## config.mk

```make
export PLATFORM = sky130hd
export DESIGN_NAME = pscl_ctrl
export DESIGN_NICKNAME = d
export VERILOG_FILES = /design/src/hdl/pscl_pkg.sv /design/src/hdl/pscl_ctrl.sv
export SDC_FILE = /design/constraint.sdc
export NUM_CORES = 1
export LEC_CHECK = 0
export ABC_AREA = 1
export BUFFER_PORTS_ARGS = -buffer_cell sky130_fd_sc_hd__buf_4
export CAP_MARGIN = 20
export CORE_AREA = 2 2 39 41
export CTS_BUF_LIST = sky130_fd_sc_hd__clkbuf_2 sky130_fd_sc_hd__clkbuf_4 sky130_fd_sc_hd__clkbuf_8
export DETAILED_ROUTE_END_ITERATION = 10
export DIE_AREA = 0 0 41 43
export GPL_TIMING_DRIVEN = 0
export HOLD_SLACK_MARGIN = 0.02
export PLACE_DENSITY = 0.4
export SLEW_MARGIN = 20
export SYNTH_ARGS = -nofsm -noshare
export SYNTH_HDL_FRONTEND = slang
export SYNTH_SLANG_ARGS = --single-unit
```

## constraint.sdc

```tcl
create_clock -name i_clk -period 1.1 [get_ports i_clk]
set_input_delay 0.055 -clock i_clk [delete_from_list [all_inputs] [get_ports i_clk]]
set_output_delay 0.055 -clock i_clk [all_outputs]
set_load 0.05 [all_outputs]
```

## src/hdl/pscl_pkg.sv

```systemverilog
package pscl_pkg;

    // Build-time defaults
    localparam int TABLE_ENTRIES_DEF = 64;
    localparam int COUNT_BITS_DEF    = 16;

    // Fixed field widths
    localparam int TOTAL_W = 22;
    localparam int APB_AW  = 3;

    // Sources that bypass the count and gap checks
    localparam logic [31:0] LOOPBACK_A = 32'h7F00_0001;
    localparam logic [31:0] LOOPBACK_B = 32'h7F00_0007;

    // Register map, indexed by paddr[2]
    localparam logic REG_MAX_CONN = 1'b0;
    localparam logic REG_MIN_GAP  = 1'b1;

    // Register reset values
    localparam logic [15:0] MAX_CONN_RST = 16'd16;
    localparam logic [9:0]  MIN_GAP_RST  = 10'd100;

    typedef enum logic [2:0] {
        ST_ADMIT    = 3'd0,
        ST_OVER     = 3'd1,
        ST_FREQ     = 3'd2,
        ST_FULL     = 3'd3,
        ST_REL      = 3'd4,
        ST_FREED    = 3'd5,
        ST_NOTFOUND = 3'd6
    } t_status;

    typedef struct packed {
        logic        func;
        logic [31:0] source_ip;
        logic [31:0] now_ms;
    } t_item;

    typedef struct packed {
        logic                accepted;
        logic [2:0]          status;
        logic [15:0]         source_count;
        logic [TOTAL_W-1:0]  total_count;
    } t_result;

    // Controller state
    typedef enum logic [1:0] {
        S_CLEAR,
        S_IDLE,
        S_SCAN,
        S_EXEC
    } t_state;

    // Controller to datapath
    typedef struct packed {
        logic clear;
        logic load;
        logic scan;
        logic exec;
    } t_dp_cmd;

    // Datapath to controller
    typedef struct packed {
        logic clear_done;
        logic scan_done;
    } t_dp_stat;

endpackage

```

## src/hdl/pscl_ctrl.sv

```systemverilog
module pscl_ctrl
    import pscl_pkg::*;
(
    input  logic     i_clk,
    input  logic     i_rst_n,
    input  logic     i_start,
    input  t_dp_stat i_stat,
    output t_dp_cmd  o_cmd,
    output logic     o_busy
);

    t_state r_state;
    t_state n_state;

    // State register; reset enters the table clearing pass
    always_ff @(posedge i_clk) begin
        if (!i_rst_n) begin
            r_state <= S_CLEAR;
        end else begin
            r_state <= n_state;
        end
    end

    // Next state and commands
    always_comb begin
        n_state = r_state;
        o_cmd   = '0;
        o_busy  = 1'b1;
        unique case (r_state)
            S_CLEAR: begin
                o_cmd.clear = 1'b1;
                if (i_stat.clear_done) begin
                    n_state = S_IDLE;
                end
            end
            S_IDLE: begin
                o_busy = 1'b0;
                if (i_start) begin
                    o_cmd.load = 1'b1;
                    n_state    = S_SCAN;
                end
            end
            S_SCAN: begin
                o_cmd.scan = 1'b1;
                if (i_stat.scan_done) begin
                    n_state = S_EXEC;
                end
            end
            S_EXEC: begin
                o_cmd.exec = 1'b1;
                n_state    = S_IDLE;
            end
            default: begin
                n_state = S_IDLE;
            end
        endcase
    end

endmodule

```

==> results.toml, run 1 <==
[min_path]
min_from = "i_rst_n"
min_path_type = "in2reg"

[synthesis]
yosys.cell_types.count = 6
yosysSeqAreaShare_pct = 23.4
yosysWarnings = 0
syn_nets = 35
netlist_instances = 26
syn_area_sq_um = 171
synth_area_leaders = "ha_1 (29%), dfxtp_1 (23%), nand2_1 (18%), inv_1 (15%), nor2_1 (8.8%)"
yosysTopAreaCellShare_pct = 29.2
synth_area_per_cell_sq_um = 6.59
ys_ff_latch = 2
post-synth-top-area-cell = "ha_1"

[layout]
reg_top3 = "r_state x2"
fin_util_pct = 26.9
regMostFlops = "r_state"
final_cell_mix = "nand2_1 (7), buf_4 (7)"
antenna_cells = 0
fillCellCount = 151
drive_gt1_share_pct = 65.0
final_nets = 51
largest_reg_flops = 2
area_growth_pct = 117

[power]
p_per_area_nw_per_um2 = 3220
p_sw_share_pct = 50.0
power_leakage_uw = 0.000187
power_frac_comb_pct = 71.7
ir_drop_v = 0.00139
seqPwrFrac_pct = 15.0
p_int_uw = 599
clockPowerShare_pct = 13.3
p_switching_uw = 599

[run]
maxCapViolCount = 0

[setup_path]
crit_path_end_kind = "output pin"
max_stage_delay_ns = 0.35
critPathKind = "reg2out"
crit_slowest_cell = "dfxtp_4"
crit_chain = "inv_4 -> ha_4 -> clkinvlp_4 -> buf_8"
cp-startpoint = "r_state[1]"
arrival_ns = 1.06
rr_startpoint = "r_state[1]"
critPathMaxFanout = 3
start_kind = "register"
required_ns = 1.04

[floorplanning]
die_h_microns = 43
core.rowCount = 14
ios = 10
die_area_sq_um = 1760
core-area_sq_um = 1380
die_w_microns = 41
initial_utilization_pct = 12.4

[clock_tree]
clkLatencyLatePin_ns = 0.22
clk_path_buf_depth = 2
clk_pin_slew_worst_paths_ns = 0.03
cts_hold_buf = 0
cts_buffers = 3
clock_sinks = 2
cts-root-buf = "clkbuf_4"
htreeDepth = 1
tritoncts = "yes"

[sta]
timing.fmax_ghz = 0.899
hold_viol_final = 0
max_slew.worst_pin.slew_ns = 0.146
final.setup.tns_ns = -0.0130
fin_skew_ns = 0.00179
hold_slack_ns = 0.0773
fin_crit_sh_pct = 101
finalMaxSlewViolations = 0
maxSlewHeadroom_pct = 90.3
setup_violations = 2
setup_ws_ns = -0.0129
rsz0062_at_grt = "yes"
min_period_ns = 1.11

[drt]
post_drt_wl_per_cell_microns = 6.88
wirelength_microns = 385
drtPass1Iterations = 2
drt_iter0_drc = 4
routed_via_density = 3.39
drc = 0
vias = 190
ant_nets = 0

[run_status]
outcome = "complete, but fails checks"
failed_checks = "negative setup slack"

[placed_design]
gp_congestion = 0.673
dp.final_hpwl_microns = 294
place_ws_ns = 0.00436
portBuffers = 9

[grt]
grt_max_degree = 5
grt_pass1_vias = 152
overflow = 0
antenna_found_initial = 0
grt_util_all_layers_pct = 5.61
grt_pass1_wl_microns = 593
## final timing paths
check,endpoint,slack [ns],cells after the start
setup reg to reg,r_state[1],0.03,7
setup / recovery,o_busy,-0.01,4
hold / removal,r_state[1],0.08,3
hold reg to reg,r_state[0],0.64,4
## cell usage after synthesis (all sizes together)
cell / n
nand3: 1
dfxtp: 2
nor2: 4
ha: 4
nand2: 8
inv: 7
## worst max-delay path: cells and delay by family, from the launching register on
kind                     cells  cell delay [ns]
buffers and inverters        3             0.32
flip-flops                   1             0.35
adder cells (fa/ha/maj)      1             0.16
## area by class of cell
| type | count | area [sq um] | area share, % |
|---|---|---|---|
| Tap cell | 16 | 20.0 | 5.39 |
| Inverter | 7 | 32.5 | 8.75 |
| Clock buffer | 3 | 22.5 | 6.06 |
| Multi-Input combinational cell | 17 | 148 | 39.7 |
| Sequential cell | 2 | 47.5 | 12.8 |
| Timing Repair Buffer | 11 | 101 | 27.3 |
## logic make-up (layout without fill, tap and decap cells)
logic type	after synthesis	count (layout)	synth area share [%]
adders and majority gates	4	4	29.2
DFF	2	2	23.4
buffers and inverters	7	21	15.3
and+or+nand+nor	13	13	32.1
## layer usage
layer	routed length (microns)	vias up	global-route usage, %
met5	0	-	0
met4	0	0	8.00
met3	43	0	1.57
met2	158	11	6.25
met1	183	76	6.71
li1	-	103	-
## metrics by stage
stage	total power (uW)	instance area (sq um)	instances
2_1_floorplan	793	218	26
3_3_place_gp	897	305	51
3_5_place_dp	899	305	51
4_1_cts	1100	338	54
5_1_grt	1320	372	56
6_report	1200	372	56
## power by group through the flow
stage               Combinational (uW)  Sequential [uW]  Clock (uW)
global route                       947              186         188
CTS                                751              177         174
detailed placement                 730              169           0
floorplan                          632              161           0
finish                             859              179         160
global placement                   727              170           0
## timing repair
item	in CTS	in global routing
setup buffers	0	2
resized for setup	3	7
endpoints found under the setup margin	3	6
pin swaps	1	2
endpoints found under the hold margin	0	0
(Power assumes the default switching activity.)
==> run 2: changes to the inputs <==
--- a/config.mk
+++ b/config.mk
@@ -8,13 +8,14 @@
 export ABC_AREA = 1
 export BUFFER_PORTS_ARGS = -buffer_cell sky130_fd_sc_hd__buf_4
 export CAP_MARGIN = 20
+export CELL_PAD_IN_SITES_DETAIL_PLACEMENT = 1
+export CELL_PAD_IN_SITES_GLOBAL_PLACEMENT = 1
 export CORE_AREA = 2 2 39 41
 export CTS_BUF_LIST = sky130_fd_sc_hd__clkbuf_2 sky130_fd_sc_hd__clkbuf_4 sky130_fd_sc_hd__clkbuf_8
 export DETAILED_ROUTE_END_ITERATION = 10
 export DIE_AREA = 0 0 41 43
 export GPL_TIMING_DRIVEN = 0
-export HOLD_SLACK_MARGIN = 0.02
-export PLACE_DENSITY = 0.4
+export PLACE_DENSITY = 0.5
 export SLEW_MARGIN = 20
 export SYNTH_ARGS = -nofsm -noshare
 export SYNTH_HDL_FRONTEND = slang
==> results.toml, run 2 (synthesized netlist as in run 1, its figures left out) <==
[run_status]
outcome = "finished, final reports clean"

[clock_tree]
clkLatencyLatePin_ns = 0.22
htreeDepth = 1
cts_buffers = 3
clock_sinks = 2
tritoncts = "yes"
clk_path_buf_depth = 2
clk_pin_slew_worst_paths_ns = 0.03
cts-root-buf = "clkbuf_4"

[sta]
maxSlewHeadroom_pct = 90.4
timing.fmax_ghz = 0.913
setup_violations = 0
min_period_ns = 1.09
finalMaxSlewViolations = 0
hold_viol_final = 0
fin_skew_ns = 0.00221
fin_crit_sh_pct = 99.5
max_slew.worst_pin.slew_ns = 0.145
rsz0062_at_grt = "yes"

[placed_design]
detailed_place.area_sq_um = 305
place_inst = 51
gp_congestion = 0.633
dp.final_hpwl_microns = 342
portBuffers = 9

[layout]
fillCellCount = 170
final_cell_mix = "buf_4 (8), nand2_1 (4)"
drive_gt1_share_pct = 73.2
final_nets = 52
layout_commonest_cell = "buf_4"
final_cell_area_sq_um = 409
reg_top3 = "r_state x2"
largest_reg_flops = 2
final_cell_count_no_fill = 57
antenna_cells = 0
regMostFlops = "r_state"
area_growth_pct = 139

[min_path]
min_path_type = "in2reg"

[floorplanning]
die_h_microns = 43
die_area_sq_um = 1760
initial_utilization_pct = 12.4
ios = 10
die_w_microns = 41
core.rowCount = 14
core-area_sq_um = 1380

[grt]
use_met2_pct = 9.06
antenna_found_initial = 0
met1_usage_pct = 7.01
overflow = 0
grt_pass1_wl_microns = 765
met3_usage_pct = 3.14
grt.busiest_layer = "met2"
grt_pass1_vias = 193
grt_max_degree = 5
grt_util_all_layers_pct = 6.91

[power]
p_per_area_nw_per_um2 = 3260
finalPower_uw = 1330
power_leakage_uw = 0.000204
ir_drop_v = 0.000759

[run]
maxCapViolCount = 0

[drt]
wirelength_microns = 453
drc = 0
vias = 199
routed_via_density = 3.49
drt_iter0_drc = 0
post_drt_wl_per_cell_microns = 7.95
ant_nets = 0
drtPass1Iterations = 1

[setup_path]
max_stage_delay_ns = 0.35
required_ns = 1.04
crit_slowest_cell = "dfxtp_4"
critPathMaxFanout = 3
critPathKind = "reg2out"
start_kind = "register"
crit_path_end_kind = "output pin"
arrival_ns = 1.04
crit_chain = "inv_6 -> ha_4 -> clkinvlp_4 -> buf_8"
-- run 2: cell count changes in the layout (fill, tap and decap cells not counted) --
| cell | before | now |
|---|---|---|
| buf_4 | 7 | 8 |
| buf_6 | 3 | 1 |
| buf_8 | 1 | 3 |
| inv_4 | 1 | 0 |
| inv_6 | 0 | 1 |
| nand2_1 | 7 | 4 |
| nand2_2 | 1 | 3 |
| nand2_4 | 0 | 1 |
| nand3_2 | 1 | 0 |
| nand3_4 | 0 | 1 |
-- run 2: metrics by stage --
| step | hold slack [ns] | setup slack (ns) | TNS, ns | utilization (%) |
|---|---|---|---|---|
| after floorplan | 0.168 | -0.00692 | -0.00692 | - |
| after detailed placement | 0.296 | 0.0167 | 0 | 22.1 |
| final | 0.0639 | 0.00506 | 0 | 29.6 |
| after global routing | 0.0540 | -0.0798 | -0.215 | 29.6 |
| after global placement | 0.291 | 0.0199 | 0 | 22.1 |
| after CTS | 0.0620 | -0.0165 | -0.0165 | 25.5 |
-- run 2: area by class of cell --
cell class | count | area, sq um | share of cell area (%)
Inverter | 7 | 35.0 | 8.56
Timing Repair Buffer | 12 | 116 | 28.4
Sequential cell | 2 | 47.5 | 11.6
Multi-Input combinational cell | 17 | 168 | 41.0
Tap cell | 16 | 20.0 | 4.89
Clock buffer | 3 | 22.5 | 5.50
-- run 2: worst paths after layout --
path	slack [ns]	cells after the start	start	end
max reg2reg	0.02	7	r_state[1]	r_state[0]
max	0.005	4	r_state[1]	o_busy
min	0.06	3	i_rst_n	r_state[1]
min reg2reg	0.65	4	r_state[0]	r_state[0]
-- run 2: report_power, final --
part / switching (uW) / total (uW) / internal, uW
sequential: 50.9 / 178 / 127
combinational: 563 / 996 / 433
clock: 38.1 / 158 / 120
-- run 2: routing by layer --
layer  up-vias  part of all wire [%]
li1        103                     -
met1        90                    38
met2         6                    58
met3         0                   4.4
met4         0                     0
met5         -                     0
-- run 2: worst max-delay path: cells and delay by family (launching register included) --
kind                       cells  cell delay [ns]
adders and majority gates      1             0.15
buffers and inverters          3             0.31
DFF                            1             0.35
-- run 2: repair_timing --
item | CTS | global route
buffers inserted | 2 | 1
pin swaps | 2 | 5
endpoints found under the setup margin | 2 | 6
resized for setup | 3 | 15
hold buffers | 0 | 0
==> run 3: changes to the inputs <==
--- a/config.mk
+++ b/config.mk
@@ -15,7 +15,7 @@
 export DETAILED_ROUTE_END_ITERATION = 10
 export DIE_AREA = 0 0 41 43
 export GPL_TIMING_DRIVEN = 0
-export PLACE_DENSITY = 0.5
+export PLACE_DENSITY_LB_ADDON = 0.1
 export SLEW_MARGIN = 20
 export SYNTH_ARGS = -nofsm -noshare
 export SYNTH_HDL_FRONTEND = slang
==> constraint.sdc (replaced) <==
create_clock -name i_clk -period 1.1 [get_ports i_clk]
set_input_delay 0 -clock i_clk [delete_from_list [all_inputs] [get_ports i_clk]]
set_output_delay 0 -clock i_clk [all_outputs]
set_load 0.05 [all_outputs]
==> results.toml, run 3 (synthesized netlist as in run 1, its figures left out) <==
[drt]
post_drt_wl_per_cell_microns = 8.24
ant_nets = 0
drc = 0
vias = 191
wirelength_microns = 445
drtPass1Iterations = 2
drt_iter0_drc = 2
routed_via_density = 3.54

[grt]
grt_pass1_vias = 186
overflow = 0
grt_util_all_layers_pct = 6.10
antenna_found_initial = 0
grt_max_degree = 5
grt_pass1_wl_microns = 634

[power]
finalPower_uw = 1160
power_frac_comb_pct = 70.1
seqPwrFrac_pct = 16.0
ir_drop_v = 0.00108
clockPowerShare_pct = 13.9
p_per_area_nw_per_um2 = 3210
p_switching_uw = 615
power_leakage_uw = 0.000177
p_sw_share_pct = 52.9
p_int_uw = 548

[sta]
maxSlewHeadroom_pct = 90.3
rsz0062_at_grt = "yes"
timing.fmax_ghz = 0.940
finalMaxSlewViolations = 0
max_slew.worst_pin.slew_ns = 0.146
hold_viol_final = 0
setup_violations = 0
hold_slack_ns = 0.0113
final.setup.tns_ns = 0
fin_skew_ns = 0.00213
fin_crit_sh_pct = 96.7
min_period_ns = 1.06
setup_ws_ns = 0.0366

[run_status]
outcome = "finished, final reports clean"

[clock_tree]
htreeDepth = 1
cts-root-buf = "clkbuf_4"
cts_hold_buf = 0
clk_path_buf_depth = 2
cts_buffers = 3
clock_sinks = 2
clk_pin_slew_worst_paths_ns = 0.03
clkLatencyLatePin_ns = 0.22
post_cts_buffers = 0
tritoncts = "yes"

[floorplanning]
core-area_sq_um = 1380
die_h_microns = 43
die_w_microns = 41
core.rowCount = 14
die_area_sq_um = 1760
initial_utilization_pct = 12.4
ios = 10

[layout]
final_cell_area_sq_um = 363
final_cell_mix = "buf_4 (7), nand2_2 (4), nand2_1 (4)"
regMostFlops = "r_state"
layout_commonest_cell = "buf_4"
largest_reg_flops = 2
antenna_cells = 0
area_growth_pct = 112
final_nets = 49
drive_gt1_share_pct = 71.1
reg_top3 = "r_state x2"

[setup_path]
crit_path_end_kind = "output pin"
critPathMaxFanout = 3
required_ns = 1.10
critPathKind = "reg2out"
start_kind = "register"
arrival_ns = 1.06

[placed_design]
dp.final_hpwl_microns = 337
portBuffers = 9
detailed_place.area_sq_um = 305
place_ws_ns = 0.0171
gp_congestion = 0.611

[min_path]
min_path_type = "in2reg"

[run]
maxCapViolCount = 0
==> run 3: per-layer routing <==
| layer | GRT usage (%) | part of all wire, % |
|---|---|---|
| met1 | 6.03 | 38 |
| met2 | 7.50 | 54 |
| met3 | 1.57 | 7.9 |
| met4 | 10.0 | 0 |
| met5 | 0 | 0 |
==> run 3: repair_timing <==
item	4_1_cts	5_1_grt
endpoints found under the setup margin	1	4
gates resized for setup	2	10
pin swaps	0	4
==> run 3: final cells by class <==
cell class	count	area, sq um
clock buffers	3	22.5
fillers	170	1020
inverters	7	35.0
multi-input cells	17	163
flip-flops and latches	2	47.5
well taps	16	20.0
repair buffers	9	75.1
==> run 3: critical path, stage by stage (launching register included) <==
cell,delay [ns]
dfxtp_4,0.35
inv_4,0.08
ha_4,0.16
clkinvlp_4,0.10
buf_6,0.16
==> run 3: power by group through the flow <==
| stage | Sequential [uW] | Combinational, uW | Clock [uW] |
|---|---|---|---|
| after floorplan | 161 | 632 | 0 |
| after global routing | 194 | 874 | 181 |
| after detailed placement | 169 | 736 | 0 |
| final | 186 | 815 | 161 |
| after CTS | 175 | 745 | 175 |
| after global placement | 169 | 735 | 0 |
==> run 3: worst paths after layout <==
| path | from | endpoint | slack [ns] | cells after the start |
|---|---|---|---|---|
| max | r_state[1] | o_busy | 0.04 | 4 |
| min | i_rst_n | r_state[0] | 0.01 | 3 |
| max reg2reg | r_state[0] | r_state[1] | 0.06 | 7 |
| min reg2reg | r_state[1] | r_state[1] | 0.61 | 4 |
==> run 3: metrics by stage <==
stage	util [%]	cells
after CTS	24.1	54
after global placement	22.1	51
final	26.2	54
after global routing	26.2	54
after detailed placement	22.1	51
after floorplan	-	26
